### src/rtl/rilp_pkg.sv
`default_nettype none

package rilp_pkg;

	localparam int VALUE_BITS_DEF = 64;
	localparam int CHAR_BITS_DEF  = 21;
	localparam int CP_W           = 21;
	localparam int VALUE_W        = 64;

	// phase codes
	localparam logic [1:0] PH_IDLE   = 2'd0;
	localparam logic [1:0] PH_HASH   = 2'd1;
	localparam logic [1:0] PH_DIGITS = 2'd2;

	// radix codes
	localparam logic [1:0] RADIX_BIN = 2'd0;
	localparam logic [1:0] RADIX_OCT = 2'd1;
	localparam logic [1:0] RADIX_DEC = 2'd2;
	localparam logic [1:0] RADIX_HEX = 2'd3;

	// error codes
	localparam logic [1:0] ERR_NONE      = 2'd0;
	localparam logic [1:0] ERR_NO_DIGITS = 2'd1;
	localparam logic [1:0] ERR_RADIX     = 2'd2;

	// characters
	localparam logic [7:0] CH_HASH  = 8'h23;
	localparam logic [7:0] CH_SPACE = 8'h20;
	localparam logic [7:0] CH_0     = 8'h30;
	localparam logic [7:0] CH_9     = 8'h39;
	localparam logic [7:0] CH_UP_A  = 8'h41;
	localparam logic [7:0] CH_UP_F  = 8'h46;
	localparam logic [7:0] CH_LOW_A = 8'h61;
	localparam logic [7:0] CH_LOW_F = 8'h66;
	localparam logic [7:0] CH_LOW_H = 8'h68;
	localparam logic [7:0] CH_LOW_O = 8'h6F;

	typedef struct packed {
		logic              ok;
		logic [1:0]        error_code;
		logic [VALUE_W-1:0] value;
		logic [1:0]        radix;
		logic              suffix_taken;
		logic              saturated;
	} result_t;

	function automatic logic [3:0] radix_top(input logic [1:0] r);
		logic [3:0] t;
		unique case (r)
			RADIX_BIN: t = 4'd1;
			RADIX_OCT: t = 4'd7;
			RADIX_DEC: t = 4'd9;
			default:   t = 4'd15;
		endcase
		return t;
	endfunction

endpackage

`default_nettype wire

### src/rtl/radix_integer_literal_parser.sv
// An item is taken into the input register (valid_s1, cp_s1, end_s1); its result (if any)
// is written into the output register (res_q, m_axis_tvalid) when the core steps on it.
// Throughput: one item per cycle; the input stage stalls only while the output
// register holds a result that has not been taken.
// Reset: asynchronous, clears parser state and both valid flags; default_base = 2.
`default_nettype none

module radix_integer_literal_parser #(
	parameter int VALUE_BITS = rilp_pkg::VALUE_BITS_DEF,
	parameter int CHAR_BITS  = rilp_pkg::CHAR_BITS_DEF
) (
	input  wire logic        clk,
	input  wire logic        arst_n,
	input  wire logic        cfg_we,
	input  wire logic [1:0]  cfg_wdata,     // default_base
	input  wire logic        s_axis_tvalid,
	output logic             s_axis_tready,
	input  wire logic [23:0] s_axis_tdata,  // code_point[20:0], zero pad
	input  wire logic        s_axis_tuser,  // text_end
	output logic             m_axis_tvalid,
	input  wire logic        m_axis_tready,
	output logic [71:0]      m_axis_tdata,  // error_code, value[63:0], radix,
	                                        // suffix_taken, saturated, zero pad
	output logic             m_axis_tuser   // ok
);

	logic [1:0]                    base_q;
	logic                          valid_s1;
	logic [rilp_pkg::CP_W-1:0]     cp_s1;
	logic                          end_s1;
	logic                          out_free, step;
	logic                          res_valid;
	rilp_pkg::result_t             res, res_q;

	assign out_free      = !m_axis_tvalid || m_axis_tready;
	assign s_axis_tready = !valid_s1 || out_free;
	assign step          = valid_s1 && out_free;

	always_ff @(posedge clk or negedge arst_n) begin
		if (!arst_n) begin
			base_q <= rilp_pkg::RADIX_DEC;
		end else if (cfg_we) begin
			base_q <= cfg_wdata;
		end
	end

	always_ff @(posedge clk or negedge arst_n) begin
		if (!arst_n) begin
			valid_s1 <= 1'b0;
		end else if (s_axis_tready) begin
			valid_s1 <= s_axis_tvalid;
		end
	end

	always_ff @(posedge clk) begin
		if (s_axis_tready && s_axis_tvalid) begin
			cp_s1  <= s_axis_tdata[rilp_pkg::CP_W-1:0];
			end_s1 <= s_axis_tuser;
		end
	end

	rilp_core #(
		.VALUE_BITS (VALUE_BITS),
		.CHAR_BITS  (CHAR_BITS)
	) u_core (
		.clk       (clk),
		.arst_n    (arst_n),
		.step      (step),
		.cp        (cp_s1),
		.text_end  (end_s1),
		.base      (base_q),
		.res_valid (res_valid),
		.res       (res)
	);

	always_ff @(posedge clk or negedge arst_n) begin
		if (!arst_n) begin
			m_axis_tvalid <= 1'b0;
		end else if (step && res_valid) begin
			m_axis_tvalid <= 1'b1;
		end else if (m_axis_tready) begin
			m_axis_tvalid <= 1'b0;
		end
	end

	always_ff @(posedge clk) begin
		if (step && res_valid) begin
			res_q <= res;
		end
	end

	assign m_axis_tuser = res_q.ok;
	assign m_axis_tdata = {2'b00, res_q.saturated, res_q.suffix_taken, res_q.radix,
	                       res_q.value, res_q.error_code};

endmodule

`default_nettype wire

### src/rtl/rilp_fold.sv
`default_nettype none

module rilp_fold #(
	parameter int         VALUE_BITS = rilp_pkg::VALUE_BITS_DEF,
	parameter logic [1:0] RADIX      = rilp_pkg::RADIX_DEC
) (
	input  wire logic [VALUE_BITS-1:0] acc,
	input  wire logic                  mark,
	input  wire logic [3:0]            digit,
	output logic      [VALUE_BITS-1:0] acc_next,
	output logic                       mark_next
);

	logic [VALUE_BITS+3:0] ext;
	logic [VALUE_BITS+3:0] dig_ext;
	logic [VALUE_BITS+3:0] prod;

	// acc * base + digit, four spare bits catch any overflow
	always_comb begin
		ext     = {4'b0000, acc};
		dig_ext = {{VALUE_BITS{1'b0}}, digit};
		case (RADIX)
			rilp_pkg::RADIX_BIN: prod = (ext << 1) + dig_ext;
			rilp_pkg::RADIX_OCT: prod = (ext << 3) + dig_ext;
			rilp_pkg::RADIX_DEC: prod = (ext << 3) + (ext << 1) + dig_ext;
			default:             prod = (ext << 4) + dig_ext;
		endcase
		if (mark) begin
			acc_next  = acc;
			mark_next = 1'b1;
		end else if (prod[VALUE_BITS+3:VALUE_BITS] != 4'd0) begin
			acc_next  = '1;
			mark_next = 1'b1;
		end else begin
			acc_next  = prod[VALUE_BITS-1:0];
			mark_next = 1'b0;
		end
	end

endmodule

`default_nettype wire

### src/rtl/rilp_core.sv
`default_nettype none

module rilp_core #(
	parameter int VALUE_BITS = rilp_pkg::VALUE_BITS_DEF,
	parameter int CHAR_BITS  = rilp_pkg::CHAR_BITS_DEF
) (
	input  wire logic                       clk,
	input  wire logic                       arst_n,
	input  wire logic                       step,
	input  wire logic [rilp_pkg::CP_W-1:0]  cp,
	input  wire logic                       text_end,
	input  wire logic [1:0]                 base,
	output logic                            res_valid,
	output rilp_pkg::result_t               res
);

	logic [1:0]            phase_q;
	logic [VALUE_BITS-1:0] acc_q [4];
	logic [3:0]            marks_q;
	logic [3:0]            largest_q;
	logic                  any_q;

	logic [VALUE_BITS-1:0] acc_d [4];
	logic [3:0]            marks_d;

	logic [CHAR_BITS-1:0] cp_c;
	logic                 is_num, is_up, is_low, is_hex;
	logic                 is_hash, is_space, is_h, is_o;
	logic [3:0]           hv;

	logic [1:0] phase_d;
	logic       clear, fold_en, fin, fin_suf;
	logic [1:0] suf_r, r;
	logic [63:0] val;

	always_comb begin
		cp_c     = cp[CHAR_BITS-1:0];
		is_num   = cp_c >= CHAR_BITS'(rilp_pkg::CH_0) && cp_c <= CHAR_BITS'(rilp_pkg::CH_9);
		is_up    = cp_c >= CHAR_BITS'(rilp_pkg::CH_UP_A) &&
		           cp_c <= CHAR_BITS'(rilp_pkg::CH_UP_F);
		is_low   = cp_c >= CHAR_BITS'(rilp_pkg::CH_LOW_A) &&
		           cp_c <= CHAR_BITS'(rilp_pkg::CH_LOW_F);
		is_hex   = is_num || is_up || is_low;
		is_hash  = cp_c == CHAR_BITS'(rilp_pkg::CH_HASH);
		is_space = cp_c == CHAR_BITS'(rilp_pkg::CH_SPACE);
		is_h     = cp_c == CHAR_BITS'(rilp_pkg::CH_LOW_H);
		is_o     = cp_c == CHAR_BITS'(rilp_pkg::CH_LOW_O);
		// letters: low nibble 1..6 plus 9 gives 10..15
		hv       = is_num ? cp_c[3:0] : cp_c[3:0] + 4'd9;
	end

	for (genvar g = 0; g < 4; g++) begin : g_fold
		rilp_fold #(
			.VALUE_BITS (VALUE_BITS),
			.RADIX      (2'(g))
		) u_fold (
			.acc       (acc_q[g]),
			.mark      (marks_q[g]),
			.digit     (hv),
			.acc_next  (acc_d[g]),
			.mark_next (marks_d[g])
		);
	end

	always_comb begin
		phase_d = phase_q;
		clear   = 1'b0;
		fold_en = 1'b0;
		fin     = 1'b0;
		fin_suf = 1'b0;
		suf_r   = rilp_pkg::RADIX_HEX;
		unique case (phase_q) inside
			rilp_pkg::PH_HASH, rilp_pkg::PH_DIGITS: begin
				if (text_end) begin
					fin     = 1'b1;
					phase_d = rilp_pkg::PH_IDLE;
				end else if (phase_q == rilp_pkg::PH_HASH && is_space) begin
					phase_d = rilp_pkg::PH_DIGITS;
				end else if (is_hex) begin
					fold_en = 1'b1;
					phase_d = rilp_pkg::PH_DIGITS;
				end else if (is_h) begin
					fin     = 1'b1;
					fin_suf = 1'b1;
					suf_r   = rilp_pkg::RADIX_HEX;
					phase_d = rilp_pkg::PH_IDLE;
				end else if (is_o) begin
					fin     = 1'b1;
					fin_suf = 1'b1;
					suf_r   = rilp_pkg::RADIX_OCT;
					phase_d = rilp_pkg::PH_IDLE;
				end else begin
					// ending char falls through as idle input
					fin = 1'b1;
					if (is_hash) begin
						clear   = 1'b1;
						phase_d = rilp_pkg::PH_HASH;
					end else begin
						phase_d = rilp_pkg::PH_IDLE;
					end
				end
			end
			default: begin
				if (!text_end && is_hash) begin
					clear   = 1'b1;
					phase_d = rilp_pkg::PH_HASH;
				end else begin
					phase_d = rilp_pkg::PH_IDLE;
				end
			end
		endcase
	end

	always_comb begin
		r   = fin_suf ? suf_r : base;
		val = '0;
		res = '0;
		res.radix        = r;
		res.suffix_taken = fin_suf;
		if (!any_q) begin
			res.error_code = rilp_pkg::ERR_NO_DIGITS;
		end else if (largest_q > rilp_pkg::radix_top(r)) begin
			res.error_code = rilp_pkg::ERR_RADIX;
		end else begin
			res.error_code = rilp_pkg::ERR_NONE;
		end
		if (res.error_code == rilp_pkg::ERR_NONE) begin
			val[VALUE_BITS-1:0] = acc_q[r];
			res.ok              = 1'b1;
			res.value           = val;
			res.saturated       = marks_q[r];
		end
		res_valid = fin;
	end

	always_ff @(posedge clk or negedge arst_n) begin
		if (!arst_n) begin
			phase_q   <= rilp_pkg::PH_IDLE;
			marks_q   <= '0;
			largest_q <= '0;
			any_q     <= 1'b0;
			for (int i = 0; i < 4; i++) begin
				acc_q[i] <= '0;
			end
		end else if (step) begin
			phase_q <= phase_d;
			if (clear) begin
				marks_q   <= '0;
				largest_q <= '0;
				any_q     <= 1'b0;
				for (int i = 0; i < 4; i++) begin
					acc_q[i] <= '0;
				end
			end else if (fold_en) begin
				marks_q <= marks_d;
				any_q   <= 1'b1;
				if (hv > largest_q) begin
					largest_q <= hv;
				end
				for (int i = 0; i < 4; i++) begin
					acc_q[i] <= acc_d[i];
				end
			end
		end
	end

`ifndef NO_ASSERTIONS
	a_ok_has_digits: assert property (@(posedge clk) disable iff (!arst_n)
		step && res_valid && res.ok |-> any_q)
		else $error("literal accepted without digits");

	a_err_clean: assert property (@(posedge clk) disable iff (!arst_n)
		res_valid && !res.ok |-> res.value == '0 && !res.saturated)
		else $error("error result carries value or saturation");

	a_end_to_idle: assert property (@(posedge clk) disable iff (!arst_n)
		step && text_end && phase_q == rilp_pkg::PH_DIGITS |=> phase_q == rilp_pkg::PH_IDLE)
		else $error("text end did not close the literal");

	a_start_clears: assert property (@(posedge clk) disable iff (!arst_n)
		step && phase_q == rilp_pkg::PH_IDLE && !text_end && is_hash
		|=> phase_q == rilp_pkg::PH_HASH && !any_q && marks_q == 4'd0)
		else $error("literal start left stale state");
`endif

endmodule

`default_nettype wire
### config.mk
export PLATFORM = sky130hd
export DESIGN_NAME = radix_integer_literal_parser
export DESIGN_NICKNAME = d
export VERILOG_FILES = /design/src/rtl/rilp_pkg.sv /design/src/rtl/radix_integer_literal_parser.sv /design/src/rtl/rilp_fold.sv /design/src/rtl/rilp_core.sv
export SDC_FILE = /design/constraint.sdc
export NUM_CORES = 1
export LEC_CHECK = 0
export BUFFER_PORTS_ARGS = -buffer_cell sky130_fd_sc_hd__buf_2
export CORE_UTILIZATION = 40
export CTS_BUF_LIST = sky130_fd_sc_hd__clkbuf_8
export DETAILED_ROUTE_END_ITERATION = 16
export GPL_TIMING_DRIVEN = 0
export PLACE_DENSITY = 0.59
export REMOVE_ABC_BUFFERS = 1
export SLEW_MARGIN = 20
export SYNTH_ARGS = -nofsm -noshare
export SYNTH_HDL_FRONTEND = slang
export SYNTH_SLANG_ARGS = --single-unit
export TNS_END_PERCENT = 50
### constraint.sdc
create_clock -name clk -period 11.2 [get_ports clk]
set_clock_uncertainty 0.15 [all_clocks]
set_input_delay 0.56 -clock clk [delete_from_list [all_inputs] [get_ports clk]]
set_output_delay 0.56 -clock clk [all_outputs]
set_load 0.1 [all_outputs]
* After elaboration in Yosys (flattened, before gate mapping) *
Cells that the tools add are included.

cells by class
  equality and inequality tests = 12
  shift operators = 0
  reductions and logical operators = 31
  muxes and demuxes = 75
  multiply operators = 0
  bitwise operators = 1
  add/subtract/negate cells = 6
  magnitude comparators = 10
  div/mod/pow operators = 0

operator list
  cell                 count
  $mux 64              10
  $mux 256             2
  $add 68x4->68        2
  $bmux 64 s2          1
  $add 67x4->68        1
  $add 67x65->68       1
  $add 65x4->66        1
  $eq 21x6->1 const B  2
  $eq 21x7->1 const B  2
  $ge 21x7->1 const B  2
  $le 21x7->1 const B  2
  $mux 1               38
  $mux 2               15
  $mux 4               7
  $ge 21x6->1 const B  1
  $le 21x6->1 const B  1
  $reduce_bool 4->1    4
  $reduce_and 3->1     5
  $pmux 4 s3           1
  $gt 4x4->1           2
  $logic_and 1x1->1    8
  $ne 2x2->1 const B   4
  $reduce_bool 2->1    3
  $add 4x4->4 const B  1
  11 further kinds     19

word-level totals
  logic and storage cells = 154
  register bits = 364
  bits in latches = 0
  memories kept = 0
  RAM bits = 0
  ROM bits = 0

* Logic depth before layout (Yosys ltp) *
  depth after elaboration = 17
  gate-level depth with buffers = 23
  mapped depth without buffers = 22

* Hierarchy *
A second synthesis with hierarchy kept.

second synthesis, totals
  cells, all modules = 3351
  area total of the unflattened synthesis = 28253.3 um^2

modules (own cells, without submodules)
  module                               area an instance (um^2)  instances  cells an instance
  rilp_core                            13008.7                  1          1544
  rilp_fold (u_core.g_fold[2].u_fold)  5541.6                   1          791
  radix_integer_literal_parser         2996.6                   1          110
  rilp_fold (u_core.g_fold[0].u_fold)  2773.9                   1          352
  rilp_fold (u_core.g_fold[1].u_fold)  2591.2                   1          344
  rilp_fold (u_core.g_fold[3].u_fold)  1341.3                   1          210

* Worst setup path after synthesis *
Ideal clock, no wire load.

  path type = reg2reg
  from = register cp_s1[0] (netlist name)
  to = register res_q, in the netlist m_axis_tdata[0] (enable)
  period minus slack after synthesis = 7.002 ns
  setup time = 0.588 ns
  path slack = 4.198 ns
  data arrival time = 6.264 ns
  buffers on the path = 0
  required time = 10.462 ns
  cell stages (with the launch flop) = 8
  path through = edfxtp_1 -> ha_1 -> o21ba_2 -> o21ai_0 -> a21oi_1 -> o41ai_2 -> nor2b_1 -> nor3_1

on the way
  longest elaborated chain between the ends = 9
  elaborated cells on any way between the ends = 18

ends and longest elaborated chain
  element                               line                                source
  start, declared                       radix_integer_literal_parser.sv:29  logic [rilp_pkg::CP_W-1:0] cp_s1;
  start signal, assigned                radix_integer_literal_parser.sv:57  cp_s1 <= s_axis_tdata[rilp_pkg::CP_W-1:0];
  $ge 21x6->1 (tied with other cells)   rilp_core.sv:38                     is_num = cp_c >= CHAR_BITS'(rilp_pkg::CH_0) && cp_c <= CHAR_BITS'(rilp_pkg::CH_9);
  $logic_and 1x1->1 (on tied branches)  rilp_core.sv:38, rilp_core.sv:39
  $logic_or 1x1->1 (2 in series)        rilp_core.sv:43                     is_hex = is_num || is_up || is_low;
  $mux 1                                rilp_core.sv:79                     end else if (is_hex) begin
  $mux 1 (*)                            rilp_core.sv:77                     end else if (phase_q == rilp_pkg::PH_HASH && is_space) begin
  $mux 1 (*)                            rilp_core.sv:74                     if (text_end) begin
  $mux 1 (*)                            rilp_core.sv:72                     unique case (phase_q) inside
  $logic_and 1x1->1 (*)                 radix_integer_literal_parser.sv:87  if (step && res_valid) begin
  end signal, assigned                  radix_integer_literal_parser.sv:88  res_q <= res;
  end, declared                         radix_integer_literal_parser.sv:33  rilp_pkg::result_t res, res_q;

Every way passes the cells marked *; elsewhere a longest branch is shown, timed or not.
A chain may end at the register's enable or synchronous reset.

* Worst setup path in the final report *
  from = register cp_s1[18] (netlist name)
  to = register u_core.acc_q[64] (netlist name)

on the way
  longest elaborated chain between the ends = 10
  elaborated cells on any way between the ends = 39

ends and longest elaborated chain
  element                                                                 line              source
  parallel branches: the longest is 10 deep, another holds $add 68x4->68  --
  end signal, assigned by index                                           rilp_core.sv:161  acc_q[i] <= acc_d[i];
  end, declared                                                           rilp_core.sv:18   logic [VALUE_BITS-1:0] acc_q [4];

Several ways; the timed one is not identified. The select of a mux whose other input is x is not followed.

==> results.toml <==
[setup_path]
cp_max_fo = 8
start_kind = "register"
critical-path-top-delay-family = "compound AO/OA/AOI/OAI gates"
crit_top_cell = "buf_6"
max_stage_delay_ps = 760
worstPathRequired_ps = 11530
critPathArrivalTime_ps = 7010
r2r_start = "cp_s1[18]$_DFFE_PP_"
cp.depth = 24
reg2reg_to = "u_core.acc_q[64]$_DFFE_PN0P_"
rr_worst_depth = 24
slowest_stage = "a2111oi_2"
path_buf_inv = 5
crit_end = "u_core.acc_q[64]$_DFFE_PN0P_"
path_cells = "nor4_1 > nand4_1 > nor3_2 > nand3_1 > nand2_1 > xor2_1 > inv_1 > ha_1 > ha_1 > inv_1 > fa_1 > nand2b_1 > a21oi_1 > o211ai_1 > a2111oi_2 > o211ai_1 > o211ai_2 > a21o_1 > nor2_1 > nor4_4 > buf_6 > buf_6 > buf_6 > a21oi_1"
crit_type = "register to register"
end_kind = "register"
startpoint = "cp_s1[18]$_DFFE_PP_"
reg2reg_slack_ps = 4520

[timing]
worstMarginPinSlew_ps = 929.7
period_minus_slack_ps = 6681
final_max_slew_viol_count = 0
fin_crit_sh_pct = 59.65
setup_tns_ps = 0
hold_viol_final = 0
fin_ws_ps = 4519
fin_hold_ws_ps = 58.30
fmax_mhz = 149.7
rsz0062_at_grt = "false"
setup_viol = 0
slew_headroom_pct = 38.02

[synthesis]
syn_inst = 2386
synth_edf_count = 93
yosysWarnings = 0
ys_async_sr_fraction_pct = 74.45
ys_types = 90
synth-seq-cells = 364
avgSynthCellArea_um2 = 9.838
ys.flop_type = "dfrtp_1"
ys_seq_area_share_pct = 40.79
syn-cell-area_um2 = 23470

[final_layout]
nNetsFinal = 2650
stdcell_count = 3291
final-seq-area_um2 = 9575
post-route-cell-area_um2 = 26890
synthToLayoutAreaGrowth_pct = 14.56
fillCellCount = 5315
multi_input_area_um2 = 13050
drive_above_1_share_pct = 16.16
final_cell_mix = "363 x a21oi_1, 270 x dfrtp_1, 159 x nor2_1"
layout_commonest_cell = "a21oi_1"

[cts]
numCtsBuffers = 70
cts_resized = 0
cts_setup_buffers = 0
cts-root-buf = "clkbuf_8"
cts.clk_slew.worst_paths_ps = 60
cts_tree = "yes"
htree_num_levels = 3
cts_buffer_depth = 3
worstSkewPairLatency_ps = 660
clock-sinks = 364

[detailed_routing]
vias_per_cell = 5.856
routed_wl_um = 69280
drcViolationCount = 0
num_vias = 19272
dr.pass1.iters = 5
wl_per_cell_um = 21.05
antenna_left = 0
drt-initial-drc-count = 1465

[run]
drv_cap = 0

[global_route]
grt_max_degree = 91
grt_pass1_wl_um = 109200
grtUsageTotal_pct = 23.44
grt_pass1_vias = 19058
antenna_found_initial = 4
grt_overflow = 0

[die]
start_util_pct = 40.61
coreArea_um2 = 57810
fp.dieH_um = 244.3
die_area_um2 = 59660
num_rows = 88
ios = 107
die_w_um = 244.3

[power_and_ir_drop]
combPwrFrac_pct = 4.3
p_sw_uw = 671.5
p_clk_share_pct = 46.6
sequentialPowerShare_pct = 49.1
cellInternalPower_uw = 2126
peakVddDrop_uv = 85.40
switching_share_pct = 24.00
power.density_nw_per_um2 = 104.0
p_leak_uw = 0.01171

[placement]
hpwl_um = 50680
placed_area_um2 = 25260
port_buffers = 101
post-place-ws_ps = 4584
dp_cells = 3138
place.gp.congestion = 0.8941

[status]
status = "finished clean"

[worst_hold_path]
hold_class = "input port to register"
## stage by stage
stage | power, µW | utilization (%)
3_3_place_gp | 1502 | 41.80
4_1_cts | 2835 | 46.51
5_1_grt | 2907 | 46.52
6_report | 2798 | 46.52
3_5_place_dp | 1511 | 43.69
2_1_floorplan | 1456 | -
## worst min path at each step
stage                                  start                            end  slack [ps]  cells past startpoint
3_5_place_dp                          arst_n  u_core.acc_q[126]$_DFFE_PN0P_         280                      1
6_report                              cfg_we          base_q[1]$_DFFE_PN1P_          60                      2
4_1_cts                               cfg_we          base_q[1]$_DFFE_PN1P_           9                      2
2_1_floorplan                         arst_n          base_q[0]$_DFFE_PN0P_         110                      0
3_3_place_gp   u_core.phase_q[0]$_DFFE_PN0P_  u_core.phase_q[0]$_DFFE_PN0P_         330                      2
5_1_grt                               cfg_we          base_q[1]$_DFFE_PN1P_          40                      2
## registers in the layout, summed over array words and instances, names as in the netlist
signal / count
m_axis_tvalid: 1
end_s1: 1
m_axis_tuser: 1
u_core.marks_q: 4
base_q: 2
m_axis_tdata: 70
cp_s1: 21
u_core.phase_q: 2
u_core.largest_q: 4
u_core.any_q: 1
valid_s1: 1
u_core.acc_q: 256
## per-layer routing
metal | GRT usage (%) | vias to the layer above | wire length (µm)
met5 | 0 | - | 17
met4 | 10.07 | 2 | 2511
met3 | 4.094 | 149 | 4297
met2 | 36.15 | 621 | 31400
met1 | 32.34 | 9437 | 31060
li1 | - | 9063 | -
## kinds of logic (layout without fill, tap and decap cells)
logic type / Yosys count / count (layout) / share of synthesized area (%)
muxes: 72 / 72 / 6.551
adders and majority gates: 146 / 146 / 7.878
other: 1 / 4 / 0.01598
AOI/OAI and AO/OA: 715 / 715 / 19.26
DFF: 364 / 364 / 40.79
buffers and inverters: 214 / 351 / 4.067
and+or+nand+nor: 697 / 697 / 14.83
xor gates and xnor gates: 177 / 177 / 6.604
## power groups by stage
stage	Combinational (µW)	Sequential [µW]	Clock (µW)
after floorplan	60.9	1400	0
after global placement	105	1400	0
after detailed placement	115	1400	0
after CTS	122	1370	1340
after global routing	132	1370	1400
final	120	1370	1310
## cells in the mapped netlist, types with 20 or more instances
cell / instances / area (µm²)
nand3_1: 82 / 410.4
a31oi_2: 46 / 575.6
nor2_1: 164 / 615.6
xnor2_1: 87 / 762.0
nor4_1: 20 / 125.1
ha_1: 143 / 1789
nand2_1: 140 / 525.5
edfxtp_1: 93 / 2793
a21o_1: 32 / 240.2
nand4_1: 45 / 281.5
and3_1: 24 / 150.1
a21oi_1: 363 / 1817
a31oi_1: 113 / 706.9
and2_1: 72 / 450.4
buf_2: 36 / 180.2
o21ai_0: 56 / 280.3
xor2_1: 90 / 788.3
dfrtp_1: 270 / 6756
nor3_1: 87 / 435.4
inv_1: 46 / 172.7
mux4_2: 65 / 1464
clkbuf_1: 99 / 371.6
## cell type report
type	count	share of cell area (%)
sequential	364	35.61
clock inverter	42	0.8654
timing repair buffer	180	6.565
inverter	47	0.6560
clock buffer	82	4.197
multi-input combinational	1809	48.53
antenna	2	0.01861
tap	765	3.559
## timing repair
| item | 4_1_cts | 5_1_grt |
|---|---|---|
| setup endpoints to repair | 0 | 0 |
| hold buffers | 27 | 0 |
| hold endpoints to repair | 131 | 0 |
Note: power is estimated with default switching activity, not from simulation.
